## config.mk

```make
export PLATFORM = sky130hd
export DESIGN_NAME = command_frame_responder
export DESIGN_NICKNAME = d
export VERILOG_FILES = /design/src/rtl/core/cfr_pkg.sv /design/src/rtl/core/cfr_parser.sv /design/src/rtl/core/cfr_reply.sv /design/src/rtl/core/command_frame_responder.sv
export SDC_FILE = /design/constraint.sdc
export NUM_CORES = 1
export LEC_CHECK = 0
export CELL_PAD_IN_SITES_DETAIL_PLACEMENT = 0
export CELL_PAD_IN_SITES_GLOBAL_PLACEMENT = 1
export CORE_MARGIN = 5
export CORE_UTILIZATION = 53
export CTS_BUF_LIST = sky130_fd_sc_hd__clkbuf_2
export DETAILED_ROUTE_END_ITERATION = 8
export DONT_BUFFER_PORTS = 1
export GPL_TIMING_DRIVEN = 0
export PLACE_DENSITY = 0.87
export REMOVE_ABC_BUFFERS = 1
export SLEW_MARGIN = 10
export SYNTH_ARGS = -nofsm -noshare
export SYNTH_HDL_FRONTEND = slang
export SYNTH_SLANG_ARGS = --single-unit
```

## constraint.sdc

```tcl
create_clock -name clk -period 4.3 [get_ports clk]
set_input_delay 0.86 -clock clk [delete_from_list [all_inputs] [get_ports clk]]
set_output_delay 0.86 -clock clk [all_outputs]
set_load 0.01 [all_outputs]
```

## src/rtl/core/cfr_pkg.sv

```systemverilog
// Shared types, codes and constants of the command frame responder.
package cfr_pkg;

	// Frame markers on the receive and transmit sides.
	localparam logic [7:0] SYNC_A = 8'hAA;
	localparam logic [7:0] SYNC_B = 8'h55;
	localparam logic [7:0] RESP_A = 8'hCC;
	localparam logic [7:0] RESP_B = 8'h33;

	// Command codes that are answered.
	localparam logic [7:0] CMD_VERSION = 8'h01;
	localparam logic [7:0] CMD_CHANNEL = 8'h11;
	localparam logic [7:0] CMD_LINK    = 8'h12;
	localparam logic [7:0] CMD_INFO    = 8'h14;

	// Longest reply frame in bytes and the width of a byte count for it.
	localparam int FRAME_MAX = 9;
	localparam int CNT_W     = $clog2(FRAME_MAX + 1);

	// Configuration register indexes.
	localparam int CFG_IDX_W = 3;
	localparam logic [CFG_IDX_W-1:0] CFG_VERSION  = 3'd0;
	localparam logic [CFG_IDX_W-1:0] CFG_SIGNAL_A = 3'd1;
	localparam logic [CFG_IDX_W-1:0] CFG_SIGNAL_B = 3'd2;
	localparam logic [CFG_IDX_W-1:0] CFG_QUALITY  = 3'd3;
	localparam logic [CFG_IDX_W-1:0] CFG_STATUS   = 3'd4;
	localparam logic [CFG_IDX_W-1:0] CFG_CHAN_OK  = 3'd5;

	// Register reset values.
	localparam logic [7:0] RST_VERSION  = 8'h0F;
	localparam logic [7:0] RST_SIGNAL_A = 8'd90;
	localparam logic [7:0] RST_SIGNAL_B = 8'd88;
	localparam logic [6:0] RST_QUALITY  = 7'd100;
	localparam logic [7:0] RST_STATUS   = 8'd0;
	localparam logic       RST_CHAN_OK  = 1'b1;

	// Parser phases.
	typedef enum logic [2:0] {
		PH_HUNT  = 3'd0,
		PH_SYNC2 = 3'd1,
		PH_LEN   = 3'd2,
		PH_CMD   = 3'd3,
		PH_SKIP  = 3'd4
	} phase_t;

	// Configuration values seen by the reply builder.
	typedef struct packed {
		logic [7:0] version_byte;
		logic [7:0] signal_a;
		logic [7:0] signal_b;
		logic [6:0] link_quality;
		logic [7:0] link_status;
		logic       channel_ok;
	} cfg_t;

	// Command request from the parser to the reply builder.
	typedef struct packed {
		logic       fire;
		logic [7:0] code;
	} cmd_t;

	typedef logic [7:0] frame_t [FRAME_MAX];

endpackage

```

## src/rtl/core/cfr_parser.sv

```systemverilog
// Receive-side frame parser: sync hunt, length, command pick-off and payload skip.
module cfr_parser (
	input  logic              clk,
	input  logic              arst_n,
	input  logic              accept,
	input  logic [7:0]        rx_byte,
	output cfr_pkg::phase_t   phase,
	output cfr_pkg::cmd_t     cmd
);

	cfr_pkg::phase_t phase_q;
	cfr_pkg::phase_t phase_d;
	logic [7:0]      left_q;
	logic [7:0]      left_d;
	logic [7:0]      left_dec;

	assign phase    = phase_q;
	assign left_dec = left_q - 8'd1;

	// Phase and byte count registers.
	always_ff @(posedge clk or negedge arst_n) begin
		if (!arst_n) begin
			phase_q <= cfr_pkg::PH_HUNT;
			left_q  <= 8'd0;
		end else if (accept) begin
			phase_q <= phase_d;
			left_q  <= left_d;
		end
	end

	// Next phase for the byte on the input and the command strobe.
	always_comb begin
		phase_d  = cfr_pkg::PH_HUNT;
		left_d   = left_q;
		cmd.fire = 1'b0;
		cmd.code = rx_byte;
		unique case (phase_q)
			cfr_pkg::PH_SYNC2: begin
				phase_d = (rx_byte == cfr_pkg::SYNC_B) ? cfr_pkg::PH_LEN : cfr_pkg::PH_HUNT;
			end
			cfr_pkg::PH_LEN: begin
				left_d  = rx_byte;
				phase_d = (rx_byte != 8'd0) ? cfr_pkg::PH_CMD : cfr_pkg::PH_HUNT;
			end
			cfr_pkg::PH_CMD: begin
				cmd.fire = accept;
				left_d   = left_dec;
				phase_d  = (left_dec != 8'd0) ? cfr_pkg::PH_SKIP : cfr_pkg::PH_HUNT;
			end
			cfr_pkg::PH_SKIP: begin
				left_d  = left_dec;
				phase_d = (left_dec != 8'd0) ? cfr_pkg::PH_SKIP : cfr_pkg::PH_HUNT;
			end
			default: begin
				phase_d = (rx_byte == cfr_pkg::SYNC_A) ? cfr_pkg::PH_SYNC2 : cfr_pkg::PH_HUNT;
			end
		endcase
	end

endmodule

```

## src/rtl/core/cfr_reply.sv

```systemverilog
// Reply builder and byte serializer for the transmit channel.
module cfr_reply (
	input  logic                      clk,
	input  logic                      arst_n,
	input  cfr_pkg::cmd_t             cmd,
	input  cfr_pkg::cfg_t             cfg,
	input  logic                      out_stall,
	output logic                      out_valid,
	output logic                      last_going,
	output logic [7:0]                tx_byte,
	output logic                      reply_end
);

	cfr_pkg::frame_t          frame_q;
	cfr_pkg::frame_t          frame_d;
	logic [cfr_pkg::CNT_W-1:0] remain_q;
	logic [cfr_pkg::CNT_W-1:0] total_d;
	logic [9:0]               sum_w;
	logic                     out_take;

	assign out_valid  = (remain_q != '0);
	assign out_take   = out_valid && !out_stall;
	assign last_going = out_take && (remain_q == cfr_pkg::CNT_W'(1));
	assign tx_byte    = frame_q[0];
	assign reply_end  = (remain_q == cfr_pkg::CNT_W'(1));

	// Check byte of the link report wraps to eight bits.
	assign sum_w = 10'(cfg.signal_a) + 10'(cfg.signal_b)
		+ 10'(cfg.link_quality) + 10'(cfg.link_status);

	// Assemble the whole reply frame for the command.
	always_comb begin
		for (int i = 0; i < cfr_pkg::FRAME_MAX; i++) begin
			frame_d[i] = 8'd0;
		end
		frame_d[0] = cfr_pkg::RESP_A;
		frame_d[1] = cfr_pkg::RESP_B;
		frame_d[3] = cmd.code;
		total_d    = '0;
		unique case (cmd.code)
			cfr_pkg::CMD_VERSION: begin
				frame_d[2] = 8'd2;
				frame_d[4] = cfg.version_byte;
				total_d    = cfr_pkg::CNT_W'(5);
			end
			cfr_pkg::CMD_CHANNEL: begin
				frame_d[2] = 8'd2;
				frame_d[4] = {7'd0, cfg.channel_ok};
				total_d    = cfr_pkg::CNT_W'(5);
			end
			cfr_pkg::CMD_LINK: begin
				frame_d[2] = 8'd6;
				frame_d[4] = cfg.signal_a;
				frame_d[5] = cfg.signal_b;
				frame_d[6] = {1'b0, cfg.link_quality};
				frame_d[7] = cfg.link_status;
				frame_d[8] = sum_w[7:0];
				total_d    = cfr_pkg::CNT_W'(9);
			end
			cfr_pkg::CMD_INFO: begin
				frame_d[2] = 8'd5;
				frame_d[4] = 8'd1;
				frame_d[5] = 8'd1;
				frame_d[6] = 8'd1;
				frame_d[7] = 8'd3;
				total_d    = cfr_pkg::CNT_W'(8);
			end
			default: begin
				total_d = '0;
			end
		endcase
	end

	// Remaining byte count; a new reply only loads once the last one is going.
	always_ff @(posedge clk or negedge arst_n) begin
		if (!arst_n) begin
			remain_q <= '0;
		end else if (cmd.fire) begin
			remain_q <= total_d;
		end else if (out_take) begin
			remain_q <= remain_q - cfr_pkg::CNT_W'(1);
		end
	end

	// Frame shift register; the head byte is the one on the output.
	always_ff @(posedge clk) begin
		if (cmd.fire) begin
			frame_q <= frame_d;
		end else if (out_take) begin
			for (int i = 0; i < cfr_pkg::FRAME_MAX - 1; i++) begin
				frame_q[i] <= frame_q[i+1];
			end
		end
	end

endmodule

```

## src/rtl/core/command_frame_responder.sv

```systemverilog
// Top level of the command frame responder: config registers, parser and reply path.
//
// Receive channel: one byte per request on rx_byte, taken when in_valid is high and
// in_stall is low. Frames look like AA 55 LEN CMD payload; the parser hunts for the
// sync pair, reads LEN, picks off the command and skips the rest of the payload.
// Transmit channel: one reply byte per request on tx_byte, with reply_end marking the
// final byte, taken when out_valid is high and out_stall is low.
// Latency: the first reply byte is valid in the cycle after the command byte is taken.
// Throughput: one receive byte per cycle while in_stall is low; a reply goes out at one
// byte per cycle while out_stall is low, and is 5, 8 or 9 bytes long. The frame shift
// register holds one reply, so only a command byte arriving while a reply is still
// draining waits; sync, length and payload bytes are taken meanwhile.
// When the receiver stalls, tx_byte and reply_end hold, and in_stall rises as soon
// as the next command byte is due.
// Configuration: cfg_ready is always high; writes to indexes beyond the register list
// are dropped. Reset puts the parser in sync hunt, empties the reply path and loads
// the register defaults.
module command_frame_responder (
	input  logic                          clk,
	input  logic                          arst_n,
	input  logic                          in_valid,
	output logic                          in_stall,
	input  logic [7:0]                    rx_byte,
	output logic                          out_valid,
	input  logic                          out_stall,
	output logic [7:0]                    tx_byte,
	output logic                          reply_end,
	input  logic                          cfg_valid,
	output logic                          cfg_ready,
	input  logic [cfr_pkg::CFG_IDX_W-1:0] cfg_index,
	input  logic [7:0]                    cfg_data
);

	cfr_pkg::cfg_t   cfg_q;
	cfr_pkg::cmd_t   cmd;
	cfr_pkg::phase_t phase;
	logic            in_accept;
	logic            last_going;

	assign cfg_ready = 1'b1;
	assign in_accept = in_valid && !in_stall;

	// Hold off a command byte until the reply path is free.
	assign in_stall = (phase == cfr_pkg::PH_CMD) && out_valid && !last_going;

	// Configuration registers.
	always_ff @(posedge clk or negedge arst_n) begin
		if (!arst_n) begin
			cfg_q.version_byte <= cfr_pkg::RST_VERSION;
			cfg_q.signal_a     <= cfr_pkg::RST_SIGNAL_A;
			cfg_q.signal_b     <= cfr_pkg::RST_SIGNAL_B;
			cfg_q.link_quality <= cfr_pkg::RST_QUALITY;
			cfg_q.link_status  <= cfr_pkg::RST_STATUS;
			cfg_q.channel_ok   <= cfr_pkg::RST_CHAN_OK;
		end else if (cfg_valid && cfg_ready) begin
			unique case (cfg_index)
				cfr_pkg::CFG_VERSION:  cfg_q.version_byte <= cfg_data;
				cfr_pkg::CFG_SIGNAL_A: cfg_q.signal_a     <= cfg_data;
				cfr_pkg::CFG_SIGNAL_B: cfg_q.signal_b     <= cfg_data;
				cfr_pkg::CFG_QUALITY:  cfg_q.link_quality <= cfg_data[6:0];
				cfr_pkg::CFG_STATUS:   cfg_q.link_status  <= cfg_data;
				cfr_pkg::CFG_CHAN_OK:  cfg_q.channel_ok   <= cfg_data[0];
				default: begin
				end
			endcase
		end
	end

	cfr_parser u_parser (
		.clk     (clk),
		.arst_n  (arst_n),
		.accept  (in_accept),
		.rx_byte (rx_byte),
		.phase   (phase),
		.cmd     (cmd)
	);

	cfr_reply u_reply (
		.clk        (clk),
		.arst_n     (arst_n),
		.cmd        (cmd),
		.cfg        (cfg_q),
		.out_stall  (out_stall),
		.out_valid  (out_valid),
		.last_going (last_going),
		.tx_byte    (tx_byte),
		.reply_end  (reply_end)
	);

endmodule
```

==> impl_metrics.json <==
{
  "status": "completed",
  "post_cts_buffers": 0,
  "synthTopCellsByArea": "edfxtp_1, dfrtp_1, dfstp_2",
  "yosysTopAreaCell": "edfxtp_1",
  "grt_pass1_vias": 4051,
  "die_w_um": 118.8,
  "setup_viol": 0,
  "drtAntennaViolNets": 0,
  "start_util": 0.5450,
  "final.period_utilization": 0.7679,
  "layout-drive-gt1-share": 0.1646,
  "synthFlopType": "edfxtp_1",
  "cp_max_fo": 66,
  "slew_headroom": 0.2158,
  "cts.sinks": 127,
  "synth-edff-count": 56,
  "skew_ns": 0.02582,
  "cts_tree": "yes",
  "whs_path_depth": 2,
  "slowest_stage": "inv_1",
  "yosysTopAreaCellShare": 0.2679,
  "setup-tns-final_ns": 0,
  "min_path_type": "in -> reg",
  "power.density_nw_per_um2": 566.6,
  "yosys_warnings": 0,
  "design.core.area_um2": 11520,
  "netlist_area_um2": 6276,
  "hold_viol": 0,
  "cts_hold_buf": 2,
  "htreeDepth": 4,
  "clk_pin_slew_ns": 0.18,
  "routabilityCongestion": 0.8119,
  "ys_async_sr_fraction": 0.4331,
  "max_freq_ghz": 0.3028,
  "clk_path_buf_depth": 2,
  "p_leak_nw": 2.653,
  "drc": 0,
  "via_per_inst": 5.658,
  "die-height_um": 118.8,
  "worst_setup_path_start_kind": "register",
  "die-area_um2": 14120,
  "post_synth.cell_area_avg_um2": 10.97,
  "drv_cap": 0,
  "firstDrtPassIters": 5,
  "path_class": "reg -> reg",
  "grt_setup_unrepaired": "no",
  "cts_resized": 0,
  "totalWireLength_um": 12120,
  "io_pins": 36,
  "synth.distinct_cells": 60,
  "reg2reg_depth": 7,
  "cpMostUsedCell": "inv_1",
  "via_count": 4074,
  "crit_chain": "inv_1, ha_1, o21ai_1, or3_4, inv_1, o21ai_2, o21ai_0",
  "place.port_buffers": 0,
  "gr-usage-all-layers": 0.1850,
  "peakVddDrop_mv": 0.3760,
  "grt_overflow": 0,
  "root_buffer": "clkbuf_2",
  "final_max_slew_viol_count": 0,
  "arrival_ns": 3.81,
  "antenna_found_initial": 0,
  "whs_ns": 0.2720,
  "synth-seq-cells": 127,
  "n_antenna_cell": 0,
  "critPathCaptureType": "register",
  "tightest_slew_ns": 1.166,
  "grt_start_max_net_pins": 67,
  "syn_to_final_growth_pct": 4.306,
  "rows": 39,
  "ys_seq_area_frac": 0.5413,
  "critical-path-top-delay-family": "buffers and inverters",
  "post-route-min-period_ns": 3.302,
  "netlist_instances": 572,
  "critPathMaxStageDelay_ns": 0.91,
  "crit_buf_inv": 2,
  "critical_path_required_ns": 4.81,
  "cp_num_cells": 7,
  "clkLatencyLatePin_ns": 0.68,
  "grt_pass1_wl_um": 20790,
  "cts_buffers": 17,
  "num-nets-final": 613,
  "drt_iter0_markers": 337,
  "hpwl_um": 8259,
  "wire_per_inst_um": 16.83
}
[power breakdown]
group	switching [W]	internal, W
Sequential	0.000193	0.00164
Combinational	0.000660	0.000553
Clock	0.000411	0.000256
Total	0.00126	0.00245
[state kept, by name, summed over array words and instances, names as in the netlist]
name	count
u_parser.phase	3
u_reply.frame_q	64
u_reply.remain_q	4
u_parser.left_q	8
cfg_q	40
u_reply.tx_byte	8
[metrics by stage]
step                      cell area [um^2]  worst slack (ns)  power [W]    util  cells
final                                 6546            0.9980   0.003709  0.5684    720
after global routing                  6546            0.6976   0.004029  0.5684    720
after CTS                             6543            0.9688   0.003751  0.5681    720
after detailed placement              6305            0.8012   0.003064  0.5475    686
after global placement                6243            0.2942   0.002998  0.5422    682
after floorplan                       6065             1.086   0.002787       -    539
[per-layer routing]
metal	wire, um	share of wire	GRT usage	up-vias
li1	-	-	-	1981
met1	5320	0.44	0.2418	1983
met2	5936	0.49	0.2917	90
met3	641	0.053	0.05782	20
met4	218	0.018	0.07024	0
met5	0	0	0	-
[logic make-up (layout without fill, tap and decap cells)]
logic type      count (synthesis)  after routing  share of synthesized area
compound gates                123            123                     0.1258
buf+inv                        76             81                    0.05941
mux                            26             26                    0.04645
other cells                     1              1                  0.0005975
xor+xnor                       10             10                    0.01396
simple gates                  184            184                     0.1459
flops                         127            127                     0.5413
fa+ha+maj                      25             25                    0.06659
[cell usage in the layout (no fill, tap or decap), types with 3 or more instances in the layout]
| cell type | instances |
|---|---|
| o2bb2ai_1 | 5 |
| a22o_1 | 9 |
| nor4_1 | 3 |
| nand4b_1 | 3 |
| fa_1 | 14 |
| a22o_2 | 10 |
| clkbuf_2 | 20 |
| dfxtp_1 | 16 |
| nor3b_1 | 4 |
| nand3_1 | 9 |
| or3_4 | 3 |
| nor2_1 | 21 |
| nor2b_1 | 4 |
| a21oi_1 | 27 |
| nor3_1 | 11 |
| o21ai_0 | 44 |
| dfstp_2 | 15 |
| edfxtp_1 | 56 |
| a21o_1 | 3 |
| inv_1 | 43 |
| and2_1 | 9 |
| clkinv_1 | 8 |
| nand2_1 | 97 |
| ha_1 | 11 |
| xnor2_1 | 8 |
| a22oi_1 | 9 |
| dfrtp_1 | 40 |
| mux2_2 | 25 |
[final timing paths]
path	from	to	slack (ns)
min in group asynchronous	arst_n	cfg_q[4]	0.72
min	cfg_data[6]	cfg_q[22]	0.27
max	u_reply.remain_q[0]	u_reply.frame_q[37]	1.0
max in group asynchronous	arst_n	cfg_q[20]	3.27
min reg2reg	u_reply.frame_q[61]	u_reply.tx_byte[5]	0.46
max reg2reg	u_reply.remain_q[0]	u_reply.frame_q[37]	1.0
[Yosys cell counts, drive strengths merged, types with 3 or more instances]
| cell | instances |
|---|---|
| or3 | 3 |
| xnor2 | 8 |
| nand4b | 3 |
| nand2 | 98 |
| dfrtp | 40 |
| o2bb2ai | 5 |
| nor3 | 13 |
| nor4b | 3 |
| mux2 | 25 |
| ha | 11 |
| nor2 | 22 |
| clkbuf | 16 |
| o21ai | 47 |
| and2 | 9 |
| dfxtp | 16 |
| a21oi | 29 |
| a22oi | 9 |
| buf | 17 |
| nor3b | 4 |
| dfstp | 15 |
| a22o | 19 |
| nor4 | 3 |
| fa | 14 |
| inv | 43 |
| nor2b | 4 |
| edfxtp | 56 |
| nand3 | 9 |
| a21o | 3 |
[area by class of cell]
| type | count | area, um^2 |
|---|---|---|
| inverters | 43 | 161.4 |
| clock buffers | 20 | 100.1 |
| clock inverters | 12 | 100.1 |
| multi-input cells | 369 | 2534 |
| well taps | 143 | 178.9 |
| fillers | 1023 | 4970 |
| flip-flops and latches | 127 | 3397 |
| repair buffers | 6 | 75.07 |
(Power assumes the default switching activity.)
